### src/hdl/assert_macros.svh
// ---------------------------------------------------------------------------
// Assertion macros
// Shared concurrent assertion wrappers, clocked on clk_i, held off in reset.
// ---------------------------------------------------------------------------
`ifndef ASSERT_MACROS_SVH
`define ASSERT_MACROS_SVH

// same-cycle implication
`define ASSERT_SAME(lbl, ante, cons) \
  lbl: assert property (@(posedge clk_i) disable iff (!rst_ni) (ante) |-> (cons)) \
    else $error("assertion failed");

// next-cycle implication
`define ASSERT_NEXT(lbl, ante, cons) \
  lbl: assert property (@(posedge clk_i) disable iff (!rst_ni) (ante) |=> (cons)) \
    else $error("assertion failed");

`endif

### src/hdl/fci_pkg.sv
// ---------------------------------------------------------------------------
// fci_pkg
// Types and codes shared by the fan curve interpolator modules.
// ---------------------------------------------------------------------------
`timescale 1ns / 1ps

package fci_pkg;

  typedef enum logic [2:0] {
    ST_WRITE  = 3'd0,
    ST_EXACT  = 3'd1,
    ST_INTERP = 3'd2,
    ST_BELOW  = 3'd3,
    ST_ABOVE  = 3'd4,
    ST_EMPTY  = 3'd5
  } status_e;

  typedef enum logic {
    OP_WRITE = 1'b0,
    OP_QUERY = 1'b1
  } op_e;

  typedef enum logic [2:0] {
    S_IDLE,
    S_RESP,
    S_SCAN,
    S_SETTLE,
    S_EVAL,
    S_MUL,
    S_DIVST,
    S_DIV
  } state_e;

  typedef struct packed {
    logic load;
    logic wr_en;
    logic scan_rd;
    logic prep;
    logic mul_en;
    logic div_start;
    logic out_en;
  } cmd_t;

  typedef struct packed {
    logic scan_last;
    logic interp;
    logic div_done;
  } sts_t;

endpackage

### src/hdl/fci_ctrl.sv
// ---------------------------------------------------------------------------
// fci_ctrl
// Sequencer: accepts a word, steps the table scan, multiply and divide.
// ---------------------------------------------------------------------------
`timescale 1ns / 1ps

module fci_ctrl
  import fci_pkg::*;
(
  input  logic clk_i,
  input  logic rst_ni,
  input  logic start,
  input  logic op_i,
  input  sts_t sts_i,
  output cmd_t cmd_o,
  output logic busy,
  output logic done_o
);

  state_e state_q, state_d;
  logic   done_q;

  always_ff @(posedge clk_i or negedge rst_ni) begin
    if (!rst_ni) begin
      state_q <= S_IDLE;
      done_q  <= 1'b0;
    end else begin
      state_q <= state_d;
      done_q  <= cmd_o.out_en;
    end
  end

  always_comb begin
    state_d = state_q;
    cmd_o   = '0;
    unique case (state_q)
      S_IDLE: begin
        if (start) begin
          cmd_o.load = 1'b1;
          if (op_i == OP_WRITE) begin
            cmd_o.wr_en = 1'b1;
            state_d     = S_RESP;
          end else begin
            state_d = S_SCAN;
          end
        end
      end
      S_RESP: begin
        cmd_o.out_en = 1'b1;
        state_d      = S_IDLE;
      end
      S_SCAN: begin
        cmd_o.scan_rd = 1'b1;
        if (sts_i.scan_last) begin
          state_d = S_SETTLE;
        end
      end
      S_SETTLE: begin
        state_d = S_EVAL;
      end
      S_EVAL: begin
        if (sts_i.interp) begin
          cmd_o.prep = 1'b1;
          state_d    = S_MUL;
        end else begin
          cmd_o.out_en = 1'b1;
          state_d      = S_IDLE;
        end
      end
      S_MUL: begin
        cmd_o.mul_en = 1'b1;
        state_d      = S_DIVST;
      end
      S_DIVST: begin
        cmd_o.div_start = 1'b1;
        state_d         = S_DIV;
      end
      S_DIV: begin
        if (sts_i.div_done) begin
          cmd_o.out_en = 1'b1;
          state_d      = S_IDLE;
        end
      end
      default: begin
        state_d = S_IDLE;
      end
    endcase
  end

  assign busy   = (state_q != S_IDLE);
  assign done_o = done_q;

endmodule

### src/hdl/fci_div.sv
// ---------------------------------------------------------------------------
// fci_div
// Restoring unsigned divider, one quotient bit per cycle.
// ---------------------------------------------------------------------------
`timescale 1ns / 1ps

module fci_div #(
  parameter int DVD_W = 32,
  parameter int DVS_W = 16
) (
  input  logic             clk_i,
  input  logic             rst_ni,
  input  logic             start_i,
  input  logic [DVD_W-1:0] dividend_i,
  input  logic [DVS_W-1:0] divisor_i,
  output logic [DVD_W-1:0] quotient_o,
  output logic             done_o
);

  localparam int CNT_W = $clog2(DVD_W + 1);

  logic [CNT_W-1:0] cnt_q;
  logic             active_q;
  logic             done_q;
  logic [DVS_W-1:0] rem_q;
  logic [DVD_W-1:0] quo_q;
  logic [DVS_W-1:0] dvs_q;
  logic [DVS_W:0]   trial;
  logic             fits;

  assign trial = {rem_q, quo_q[DVD_W-1]};
  assign fits  = (trial >= {1'b0, dvs_q});

  always_ff @(posedge clk_i or negedge rst_ni) begin
    if (!rst_ni) begin
      cnt_q    <= '0;
      active_q <= 1'b0;
      done_q   <= 1'b0;
    end else begin
      done_q <= 1'b0;
      if (start_i) begin
        cnt_q    <= CNT_W'(DVD_W);
        active_q <= 1'b1;
      end else if (active_q) begin
        cnt_q <= cnt_q - 1'b1;
        if (cnt_q == CNT_W'(1)) begin
          active_q <= 1'b0;
          done_q   <= 1'b1;
        end
      end
    end
  end

  always_ff @(posedge clk_i) begin
    if (start_i) begin
      rem_q <= '0;
      quo_q <= dividend_i;
      dvs_q <= divisor_i;
    end else if (active_q) begin
      if (fits) begin
        rem_q <= DVS_W'(trial - {1'b0, dvs_q});
      end else begin
        rem_q <= DVS_W'(trial);
      end
      quo_q <= {quo_q[DVD_W-2:0], fits};
    end
  end

  assign quotient_o = quo_q;
  assign done_o     = done_q;

endmodule

### src/hdl/fci_dp.sv
// ---------------------------------------------------------------------------
// fci_dp
// Breakpoint table, neighbor scan, interpolation multiply/divide, result regs.
// ---------------------------------------------------------------------------
`timescale 1ns / 1ps

module fci_dp
  import fci_pkg::*;
#(
  parameter int NUM_POINTS = 8,
  parameter int TEMP_BITS  = 16,
  parameter int SPEED_BITS = 16
) (
  input  logic        clk_i,
  input  logic        rst_ni,
  input  cmd_t        cmd_i,
  output sts_t        sts_o,
  input  logic        op_i,
  input  logic [2:0]  entry_index_i,
  input  logic        entry_valid_i,
  input  logic [15:0] entry_temp_i,
  input  logic [15:0] entry_speed_i,
  input  logic [15:0] query_temp_i,
  output logic [15:0] speed_o,
  output logic [2:0]  status_o
);

  localparam int IDX_W  = $clog2(NUM_POINTS);
  localparam int PROD_W = SPEED_BITS + TEMP_BITS;
  localparam logic [31:0] NP32 = NUM_POINTS;

  // table
  logic [TEMP_BITS-1:0]  temp_mem  [NUM_POINTS];
  logic [SPEED_BITS-1:0] speed_mem [NUM_POINTS];
  logic [NUM_POINTS-1:0] valid_q;
  logic [IDX_W-1:0]      wr_addr;
  logic                  in_range;

  // item
  logic                  op_q;
  logic [TEMP_BITS-1:0]  q_q;

  // scan
  logic [IDX_W-1:0]      cnt_q;
  logic                  rd_act_q;
  logic                  rd_v_q;
  logic [TEMP_BITS-1:0]  rd_t_q;
  logic [SPEED_BITS-1:0] rd_s_q;

  logic                  any_q;
  logic                  ex_hit_q;
  logic [SPEED_BITS-1:0] ex_s_q;
  logic                  lo_have_q, hi_have_q;
  logic [TEMP_BITS-1:0]  lo_t_q, hi_t_q;
  logic [SPEED_BITS-1:0] lo_s_q, hi_s_q;

  // arithmetic
  logic                  falling_q;
  logic [SPEED_BITS-1:0] mag_q;
  logic [TEMP_BITS-1:0]  dt_q;
  logic [TEMP_BITS-1:0]  span_q;
  logic [PROD_W-1:0]     prod_q;
  logic [PROD_W-1:0]     quot;
  logic                  div_done;
  logic [SPEED_BITS-1:0] quot_s;
  logic [SPEED_BITS-1:0] interp_s;

  // result
  logic [SPEED_BITS-1:0] res_s;
  status_e               res_st;
  logic [15:0]           speed_q;
  status_e               status_q;

  assign wr_addr  = IDX_W'(entry_index_i);
  assign in_range = (32'(entry_index_i) < NP32);

  always_ff @(posedge clk_i) begin
    if (cmd_i.wr_en && in_range) begin
      temp_mem[wr_addr]  <= TEMP_BITS'(entry_temp_i);
      speed_mem[wr_addr] <= SPEED_BITS'(entry_speed_i);
    end
    if (cmd_i.scan_rd) begin
      rd_t_q <= temp_mem[cnt_q];
      rd_s_q <= speed_mem[cnt_q];
    end
  end

  always_ff @(posedge clk_i or negedge rst_ni) begin
    if (!rst_ni) begin
      valid_q  <= '0;
      cnt_q    <= '0;
      rd_act_q <= 1'b0;
      rd_v_q   <= 1'b0;
    end else begin
      if (cmd_i.wr_en && in_range) begin
        valid_q[wr_addr] <= entry_valid_i;
      end
      rd_act_q <= cmd_i.scan_rd;
      if (cmd_i.scan_rd) begin
        rd_v_q <= valid_q[cnt_q];
      end
      if (cmd_i.load) begin
        cnt_q <= '0;
      end else if (cmd_i.scan_rd) begin
        cnt_q <= cnt_q + 1'b1;
      end
    end
  end

  always_ff @(posedge clk_i) begin
    if (cmd_i.load) begin
      op_q      <= op_i;
      q_q       <= TEMP_BITS'(query_temp_i);
      any_q     <= 1'b0;
      ex_hit_q  <= 1'b0;
      lo_have_q <= 1'b0;
      hi_have_q <= 1'b0;
    end else if (rd_act_q && rd_v_q) begin
      any_q <= 1'b1;
      if (rd_t_q == q_q && !ex_hit_q) begin
        ex_hit_q <= 1'b1;
        ex_s_q   <= rd_s_q;
      end
      if (rd_t_q < q_q && (!lo_have_q || rd_t_q > lo_t_q)) begin
        lo_have_q <= 1'b1;
        lo_t_q    <= rd_t_q;
        lo_s_q    <= rd_s_q;
      end
      if (rd_t_q > q_q && (!hi_have_q || rd_t_q < hi_t_q)) begin
        hi_have_q <= 1'b1;
        hi_t_q    <= rd_t_q;
        hi_s_q    <= rd_s_q;
      end
    end
  end

  always_ff @(posedge clk_i) begin
    if (cmd_i.prep) begin
      falling_q <= (hi_s_q < lo_s_q);
      mag_q     <= (hi_s_q < lo_s_q) ? (lo_s_q - hi_s_q) : (hi_s_q - lo_s_q);
      dt_q      <= q_q - lo_t_q;
      span_q    <= hi_t_q - lo_t_q;
    end
    if (cmd_i.mul_en) begin
      prod_q <= PROD_W'(mag_q) * PROD_W'(dt_q);
    end
  end

  fci_div #(
    .DVD_W(PROD_W),
    .DVS_W(TEMP_BITS)
  ) u_div (
    .clk_i      (clk_i),
    .rst_ni     (rst_ni),
    .start_i    (cmd_i.div_start),
    .dividend_i (prod_q),
    .divisor_i  (span_q),
    .quotient_o (quot),
    .done_o     (div_done)
  );

  // quotient never exceeds mag, so it fits the speed width
  assign quot_s   = SPEED_BITS'(quot);
  assign interp_s = falling_q ? (lo_s_q - quot_s) : (lo_s_q + quot_s);

  always_comb begin
    if (op_q == OP_WRITE) begin
      res_s  = '0;
      res_st = ST_WRITE;
    end else if (ex_hit_q) begin
      res_s  = ex_s_q;
      res_st = ST_EXACT;
    end else if (!any_q) begin
      res_s  = '0;
      res_st = ST_EMPTY;
    end else if (!lo_have_q) begin
      res_s  = hi_s_q;
      res_st = ST_BELOW;
    end else if (!hi_have_q) begin
      res_s  = lo_s_q;
      res_st = ST_ABOVE;
    end else begin
      res_s  = interp_s;
      res_st = ST_INTERP;
    end
  end

  always_ff @(posedge clk_i) begin
    if (cmd_i.out_en) begin
      speed_q  <= 16'(res_s);
      status_q <= res_st;
    end
  end

  assign sts_o.scan_last = (cnt_q == IDX_W'(NUM_POINTS - 1));
  assign sts_o.interp    = !ex_hit_q && any_q && lo_have_q && hi_have_q;
  assign sts_o.div_done  = div_done;

  assign speed_o  = speed_q;
  assign status_o = status_q;

endmodule

### src/hdl/fan_curve_interpolator_unit.sv
// ---------------------------------------------------------------------------
// fan_curve_interpolator_unit
// Piecewise linear fan curve: breakpoint table writes and speed queries.
// ---------------------------------------------------------------------------
// A word is taken when start is high and busy is low; op_i selects a table
// write or a speed query. Each word gives exactly one result on speed_o and
// status_o, shown for one cycle with done_o; the receiver cannot stall, so
// the result must be captured in that cycle. A query reads the table through
// one memory port, one entry per cycle, before an exact hit or an
// end-of-curve answer is given; an interpolated answer adds a multiply and a
// one-bit-per-cycle divide over TEMP_BITS + SPEED_BITS quotient bits. busy
// stays high until the result is out.
`timescale 1ns / 1ps

module fan_curve_interpolator_unit
  import fci_pkg::*;
#(
  parameter int NUM_POINTS = 8,
  parameter int TEMP_BITS  = 16,
  parameter int SPEED_BITS = 16
) (
  input  logic        clk_i,
  input  logic        rst_ni,
  input  logic        start,
  output logic        busy,
  input  logic        op_i,
  input  logic [2:0]  entry_index_i,
  input  logic        entry_valid_i,
  input  logic [15:0] entry_temp_i,
  input  logic [15:0] entry_speed_i,
  input  logic [15:0] query_temp_i,
  output logic        done_o,
  output logic [15:0] speed_o,
  output logic [2:0]  status_o
);

  `include "assert_macros.svh"

  cmd_t cmd;
  sts_t sts;

  fci_ctrl u_ctrl (
    .clk_i  (clk_i),
    .rst_ni (rst_ni),
    .start  (start),
    .op_i   (op_i),
    .sts_i  (sts),
    .cmd_o  (cmd),
    .busy   (busy),
    .done_o (done_o)
  );

  fci_dp #(
    .NUM_POINTS (NUM_POINTS),
    .TEMP_BITS  (TEMP_BITS),
    .SPEED_BITS (SPEED_BITS)
  ) u_dp (
    .clk_i         (clk_i),
    .rst_ni        (rst_ni),
    .cmd_i         (cmd),
    .sts_o         (sts),
    .op_i          (op_i),
    .entry_index_i (entry_index_i),
    .entry_valid_i (entry_valid_i),
    .entry_temp_i  (entry_temp_i),
    .entry_speed_i (entry_speed_i),
    .query_temp_i  (query_temp_i),
    .speed_o       (speed_o),
    .status_o      (status_o)
  );

  `ASSERT_NEXT(a_accept_busy, start && !busy, busy)
  `ASSERT_SAME(a_done_idle, done_o, !busy)
  `ASSERT_NEXT(a_done_single, done_o, !done_o)
  `ASSERT_SAME(a_write_zero, done_o && status_o == ST_WRITE, speed_o == 16'd0)

endmodule

### config.mk
export PLATFORM = sky130hd
export DESIGN_NAME = fan_curve_interpolator_unit
export DESIGN_NICKNAME = d
export VERILOG_FILES = /design/src/hdl/fci_pkg.sv /design/src/hdl/fci_ctrl.sv /design/src/hdl/fci_div.sv /design/src/hdl/fci_dp.sv /design/src/hdl/fan_curve_interpolator_unit.sv
export VERILOG_INCLUDE_DIRS = /design/src /design/src/hdl
export SDC_FILE = /design/constraint.sdc
export NUM_CORES = 2
export LEC_CHECK = 0
export BUFFER_PORTS_ARGS = -buffer_cell sky130_fd_sc_hd__buf_4
export CAP_MARGIN = 20
export CORE_ASPECT_RATIO = 0.9
export CORE_UTILIZATION = 55
export CTS_BUF_LIST = sky130_fd_sc_hd__clkbuf_4 sky130_fd_sc_hd__clkbuf_8 sky130_fd_sc_hd__clkbuf_16
export DETAILED_ROUTE_END_ITERATION = 8
export HOLD_SLACK_MARGIN = 0.03
export PLACE_DENSITY = 0.85
export SLEW_MARGIN = 30
export SYNTH_ARGS = -nofsm -noshare
export SYNTH_HDL_FRONTEND = slang
export SYNTH_SLANG_ARGS = --single-unit
### constraint.sdc
create_clock -name clk_i -period 7.8 [get_ports clk_i]
set_clock_uncertainty 0.05 [all_clocks]
set_input_delay 1.17 -clock clk_i [delete_from_list [all_inputs] [get_ports clk_i]]
set_output_delay 1.17 -clock clk_i [all_outputs]
set_load 0.02 [all_outputs]
==> results.ini, run 1 <==
[outcome]
status=finished clean

[timing]
min_period_ps=6988
fin_tns_setup_ps=0
finalHoldViolCount=0
slew_headroom_pct=35.07
fmax_mhz=143.1
setup_viol=0
timing.final.crit_share_pct=89.59
worst_pin_slew_ps=974.0
slew_viol_final=0
rsz0062_at_grt=false
fin_ws_ps=812.3

[finish]
nFillCells=4673
multi_input_area_um2=16510
stdcell_area_um2=38670
layout_common_cells=edfxtp_1 (533), inv_1 (360), nand2_1 (316), ha_1 (248), fa_1 (200)
layout.cells.non_filler=3833
diodes=0
seqCellArea_um2=17040
drive_above_1_share_pct=11.38
layout_commonest_cell=edfxtp_1
area_growth_pct=9.998
num-nets-final=3445

[global_route]
grt_pass1_vias=23050
grt_pass1_wl_mm=126.7
grt.total_usage_pct=25.20
grt_antenna_before_repair=1
grt_max_degree=69
overflow=0

[synthesis]
synth_area_um2=35150
synth-seq-cells=578
synthCells=2875
syn_nets=3379
synth_async_sr_flop_share_pct=4.325
syn_area_per_cell_um2=12.23
synth_edf_count=533
synthDistinctLibCells=72
ys.warnings.count=0
ys_seq_area_share_pct=48.45
ys.flop_type=edfxtp_1

[cts]
cts.sinks=578
clk_latency_ps=630
clk_path_buf_depth=3
clk_pin_slew_ps=70
cts_hold_buf=0
clockRootBuffer=clkbuf_16
numCtsBuffers=55
cts_resized=0
htreeDepth=2
cts_setup_buffers=0
cts_tree=built

[placed_design]
hpwl_mm=57.29
place_congestion=0.9336
port_buffers=76
dpl_cell_area_um2=36760
place_inst=3729
place_ws_ps=921.7

[critical_path]
worstSetupStartpoint=u_dp.mag_q[8]$_DFFE_PP_
cp.required_ps=8080
rr_worst_depth=20
endpoint_kind=flop
crit_type=reg -> reg
worst_ep_arrival_time_ps=7270
r2r_slack_ps=810
reg2reg_to=u_dp.prod_q[31]$_DFFE_PP_
path_max_fanout=16
r2r_start=u_dp.mag_q[8]$_DFFE_PP_
worstSetupStartpointType=flop

[pwr]
finalPower_mw=12.40
p_leak_nw=15.73
power_density_nw_per_um2=320.7
irDropWorstVdd_mv=0.2650

[die]
io_pins=77
row_count=87
start_util_pct=55.87
dieArea_um2=64930
die_w_um=268.5
die_h_um=241.8
core_um2=62920

[worst_hold_path]
min_path_type=reg -> reg
min_path_cells=0
worstHoldEndpoint=u_dp.u_div.dvs_q[8]$_DFFE_PP_
hold_start=u_dp.span_q[8]$_DFFE_PP_

[drt]
viasPerCell=5.858
ant_nets=0
drtIter0Drc=2055
num_vias=22460
dr.pass1.iters=6
drc_errors=0
avgRoutedWirePerCell_um=20.94
routed_wl_mm=80.27

[run]
maxCapViolCount=0

==> cells in the mapped netlist (7+ instances only) <==
cell / instances / area, um2
fa_1: 200 / 4004
nand2_1: 316 / 1186
a31oi_1: 17 / 106.4
or2_2: 7 / 43.79
dfxtp_1: 20 / 400.4
a21o_1: 34 / 255.2
o21ai_1: 10 / 50.05
nand4_1: 18 / 112.6
ha_1: 248 / 3103
o211ai_1: 15 / 112.6
o21ai_0: 92 / 460.4
edfxtp_1: 533 / 16010
o31ai_1: 14 / 105.1
o21a_1: 27 / 202.7
or3_1: 9 / 56.30
mux4_2: 66 / 1486
a211oi_1: 17 / 127.6
and2_1: 124 / 775.7
xnor2_1: 72 / 630.6
mux2i_1: 26 / 260.3
nand2b_1: 16 / 100.1
nor4_1: 10 / 62.56
o21bai_1: 8 / 60.06
and3_1: 13 / 81.33
nand3_1: 25 / 125.1
clkbuf_1: 85 / 319.1
a211o_1: 8 / 70.07
xor2_1: 23 / 201.4
nor2_1: 97 / 364.1
inv_1: 360 / 1351
mux2_2: 42 / 473.0
a21oi_1: 132 / 660.6
nor2b_1: 36 / 225.2
nor3_1: 44 / 220.2
dfrtp_1: 25 / 625.6
==> metal layers <==
metal | global-route usage, % | share of wire [%]
met3 | 4.033 | 7.8
met1 | 34.55 | 41
met5 | 0 | 0
met2 | 41.02 | 48
met4 | 8.322 | 3.1
==> cells by family (layout without fill, tap and decap cells) <==
kind of cell               count (synthesis)  in the layout  share of synthesized area, %
AOI/OAI and AO/OA                        421            421                         7.503
xor gates and xnor gates                  95             95                         2.367
adders and majority gates                448            448                         20.22
buffers and inverters                    455            568                         4.865
DFF                                      578            578                         48.45
muxes                                    140            140                         6.506
and+or+nand+nor                          738            738                         10.10
==> power breakdown <==
group	switching, mW	internal [mW]
clock network	1.20	1.58
registers	0.443	4.16
logic	2.94	2.08
total	4.59	7.82
==> through the flow <==
| stage | hold slack [ps] | utilization [%] |
|---|---|---|
| global placement | 350.7 | 58.34 |
| global route | 376.1 | 61.46 |
| CTS | 370.4 | 61.46 |
| detailed placement | 355.4 | 58.43 |
| floorplan | 350.3 | - |
| finish | 370.8 | 61.46 |
==> critical path: stages (launching register included) <==
cell and delay, ps:
edfxtp_1 650, and2_1 300, fa_1 530, inv_1 50, fa_1 470, fa_1 520
inv_1 60, fa_1 490, fa_1 490, inv_1 50, fa_1 470, inv_1 40
ha_1 350, a21o_1 200, a311oi_1 320, o2bb2ai_1 220, a32oi_1 260, and4_1 250
a2111oi_0 600, a21oi_1 170, xnor2_1 160
==> worst max path at each step <==
| stage | end | cells after the start |
|---|---|---|
| after floorplan | u_dp.lo_s_q[0]$_DFFE_PP_ | 5 |
| after global placement | u_dp.prod_q[31]$_DFFE_PP_ | 20 |
| after detailed placement | u_dp.prod_q[31]$_DFFE_PP_ | 20 |
| after CTS | u_dp.prod_q[31]$_DFFE_PP_ | 20 |
| after global routing | u_dp.prod_q[31]$_DFFE_PP_ | 20 |
| final | u_dp.prod_q[31]$_DFFE_PP_ | 20 |
==> registers in the layout, summed over array words and instances (netlist names), 16 cells and up <==
name	count
u_dp.speed_mem	128
u_dp.temp_mem	128
u_dp.prod_q	32
u_dp.u_div.quotient_o	32
u_dp.dt_q	16
u_dp.ex_s_q	16
u_dp.hi_s_q	16
u_dp.hi_t_q	16
u_dp.lo_s_q	16
u_dp.lo_t_q	16
u_dp.mag_q	16
u_dp.q_q	16
u_dp.rd_s_q	16
u_dp.rd_t_q	16
u_dp.span_q	16
u_dp.speed_o	16
u_dp.u_div.dvs_q	16
u_dp.u_div.rem_q	16
==> area by class of cell <==
cell class / instances / share of cell area (%)
flip-flops and latches: 578 / 44.06
multi-input cells: 1842 / 42.68
clock buffers: 73 / 4.006
inverters: 362 / 3.514
well taps: 845 / 2.734
repair buffers: 102 / 2.084
clock inverters: 31 / 0.9189
Power figures use the tool's default switching activity.
==> run 2, diff against run 1 <==
--- a/config.mk
+++ b/config.mk
@@ -8,12 +8,12 @@
 export LEC_CHECK = 0
 export BUFFER_PORTS_ARGS = -buffer_cell sky130_fd_sc_hd__buf_4
 export CAP_MARGIN = 20
-export CORE_ASPECT_RATIO = 0.9
 export CORE_UTILIZATION = 55
 export CTS_BUF_LIST = sky130_fd_sc_hd__clkbuf_4 sky130_fd_sc_hd__clkbuf_8 sky130_fd_sc_hd__clkbuf_16
 export DETAILED_ROUTE_END_ITERATION = 8
 export HOLD_SLACK_MARGIN = 0.03
 export PLACE_DENSITY = 0.85
+export RECOVER_POWER = 100
 export SLEW_MARGIN = 30
 export SYNTH_ARGS = -nofsm -noshare
 export SYNTH_HDL_FRONTEND = slang
==> run 2 against run 1 <==
The run now ends with max-capacitance violations, max-slew violations left. Global-route usage about the same. Routed wire length decreased by 1.6%. Sequential power about the same. First-iteration DRC count decreased by 5.0%. Count of clock-buffer cells in the layout decreased by 8. Power decreased by 2.0%. Maximum frequency decreased by 4.4%. Cell count about the same. Flip-flop and latch count unchanged. Non-clock buffer count increased by 3. Combinational power decreased by 4%. Clock power decreased by 2%.
==> results.ini, run 2 (synthesis results as in run 1) <==
[outcome]
status=finished, violations left  ; was finished clean
violations=max-capacitance violations, max-slew violations

[global_route]
grt_pass1_vias=23150  ; was 23.05k
grt.total_usage_pct=25.16  ; was 25.20%
grt_pass1_wl_mm=125.8  ; was 126.7 mm
grt_antenna_before_repair=1  ; unchanged
grt_max_degree=69  ; unchanged
overflow=0  ; unchanged

[timing]
fin_ws_ps=488.7  ; was 812.3 ps
slew_viol_final=598  ; was 0
setup_viol=0  ; unchanged
hold_slack_ps=362.2  ; was 370.8 ps
fmax_mhz=136.8  ; was 143.1 MHz
finalHoldViolCount=0  ; unchanged
fin_tns_setup_ps=0  ; unchanged
timing.final.crit_share_pct=93.73  ; was 89.59%
rsz0062_at_grt=false  ; unchanged
slew_headroom_pct=-170.2  ; was 35.07%
worst_pin_slew_ps=4053  ; was 974.0 ps
min_period_ps=7311  ; was 6988 ps

[critical_path]
endpoint_kind=flop  ; unchanged
crit_type=reg -> reg  ; unchanged
cp.required_ps=8120  ; was 8080 ps
worst_ep_arrival_time_ps=7630  ; was 7270 ps
worstSetupStartpointType=flop  ; unchanged
path_max_fanout=16  ; unchanged

[cts]
clk_pin_slew_ps=60  ; was 70 ps
cts_hold_buf=0  ; unchanged
clk_latency_ps=630  ; about the same
htreeDepth=2  ; unchanged
numCtsBuffers=55  ; unchanged
cts.sinks=578  ; unchanged
clk_path_buf_depth=3  ; unchanged
cts_tree=built  ; unchanged
clockRootBuffer=clkbuf_16  ; unchanged
cts_setup_buffers=0  ; unchanged
cts_resized=0  ; unchanged

[placed_design]
hpwl_mm=55.72  ; was 57.29 mm
port_buffers=76  ; unchanged
place_congestion=0.9519  ; was 0.9336
dpl_cell_area_um2=36780  ; was 36760 um2
place_inst=3733  ; was 3729
place_ws_ps=553.5  ; was 921.7 ps

[drt]
dr.pass1.iters=5  ; was 6
routed_wl_mm=78.96  ; was 80.27 mm
drc_errors=0  ; unchanged
viasPerCell=5.851  ; was 5.858
drtIter0Drc=1953  ; was 2055
num_vias=22450  ; was 22.46k
ant_nets=0  ; unchanged
avgRoutedWirePerCell_um=20.58  ; was 20.94 um

[die]
dieArea_um2=64930  ; about the same
die_h_um=254.8  ; was 241.8 um
io_pins=77  ; unchanged
start_util_pct=55.73  ; was 55.87%
die_w_um=254.8  ; was 268.5 um
row_count=92  ; was 87
core_um2=63080  ; was 62920 um2

[pwr]
intPower_mw=7.763  ; was 7.816 mW
irDropWorstVdd_mv=0.2246  ; was 0.2650 mV
p_seq_share_pct=37.7  ; was 37.1%
p_sw_share_pct=36.12  ; was 36.98%
p_sw_mw=4.389  ; was 4.585 mW
p_leak_nw=15.39  ; was 15.73 nW
finalPower_mw=12.15  ; was 12.40 mW
combPwrFrac_pct=39.8  ; was 40.5%
pwr-share-clk_pct=22.5  ; about the same
power_density_nw_per_um2=317.7  ; was 320.7 nW/um2

[finish]
top_regs=u_dp.speed_mem: 128 flops, u_dp.temp_mem: 128 flops  ; unchanged
diodes=0  ; unchanged
stdcell_area_um2=38250  ; was 38670 um2
num-nets-final=3448  ; was 3445
multi_input_area_um2=16420  ; was 16510 um2
drive_above_1_share_pct=7.525  ; was 11.38%
layout.cells.non_filler=3836  ; was 3833
layout_common_cells=edfxtp_1 (533), inv_1 (360), nand2_1 (316), ha_1 (248), fa_1 (200)  ; unchanged
seqCellArea_um2=17040  ; about the same
area_growth_pct=8.805  ; was 9.998%
fin_util_pct=60.64  ; was 61.46%
nFillCells=4884  ; was 4673
layout_commonest_cell=edfxtp_1  ; unchanged

[worst_hold_path]
min_path_type=reg -> reg  ; unchanged

[run]
maxCapViolCount=20  ; was 0

==> run 2: per-layer routing <==
metal | track usage, % | wire [um] | vias up
li1 | - | - | 10210
met1 | 33.44 | 32020 | 11140
met2 | 43.00 | 39190 | 941
met3 | 3.427 | 5617 | 155
met4 | 7.904 | 2127 | 0
met5 | 0 | 0 | -
==> run 2: worst paths after layout <==
kind / startpoint / to / slack, ps / cells past startpoint
worst max-delay path: u_dp.mag_q[8]$_DFFE_PP_ / u_dp.prod_q[31]$_DFFE_PP_ / 490 / 20
worst min-delay path: u_dp.span_q[13]$_DFFE_PP_ / u_dp.u_div.dvs_q[13]$_DFFE_PP_ / 360 / 0
worst max register to register: u_dp.mag_q[8]$_DFFE_PP_ / u_dp.prod_q[31]$_DFFE_PP_ / 490 / 20
worst min register to register: u_dp.span_q[13]$_DFFE_PP_ / u_dp.u_div.dvs_q[13]$_DFFE_PP_ / 360 / 0
max in group asynchronous: rst_ni / u_dp.cnt_q[0]$_DFFE_PN0P_ / 5450 / 1
min in group asynchronous: rst_ni / u_dp.u_div.active_q$_DFF_PN0_ / 980 / 1
==> run 2: power groups by stage <==
| stage | clock network [mW] | registers [mW] | logic (mW) |
|---|---|---|---|
| 5_1_grt | 2.87 | 4.63 | 5.37 |
| 4_1_cts | 2.77 | 4.55 | 4.90 |
| 3_5_place_dp | 0 | 4.61 | 4.83 |
| 6_report | 2.73 | 4.58 | 4.84 |
| 2_1_floorplan | 0 | 4.48 | 3.57 |
| 3_3_place_gp | 0 | 4.59 | 4.67 |
==> run 2: cell type report <==
class,instances,share of cell area (%)
inverter,362,3.552
sequential,578,44.54
multi-input combinational,1842,42.93
tap,846,2.767
timing repair buffer,105,1.315
clock inverter,38,0.9126
clock buffer,65,3.981
==> run 2: critical path, stage by stage (launching register included) <==
cell and delay [ps]:
edfxtp_1 650, and2_1 300, fa_1 530, inv_1 50, fa_1 460, fa_1 540
inv_1 60, fa_1 500, fa_1 510, inv_1 50, fa_1 480, inv_1 50
ha_1 350, a21o_1 190, a311oi_1 370, o2bb2ai_1 290, a32oi_1 320, and4_1 280
a2111oi_0 690, a21oi_1 170, xnor2_1 160
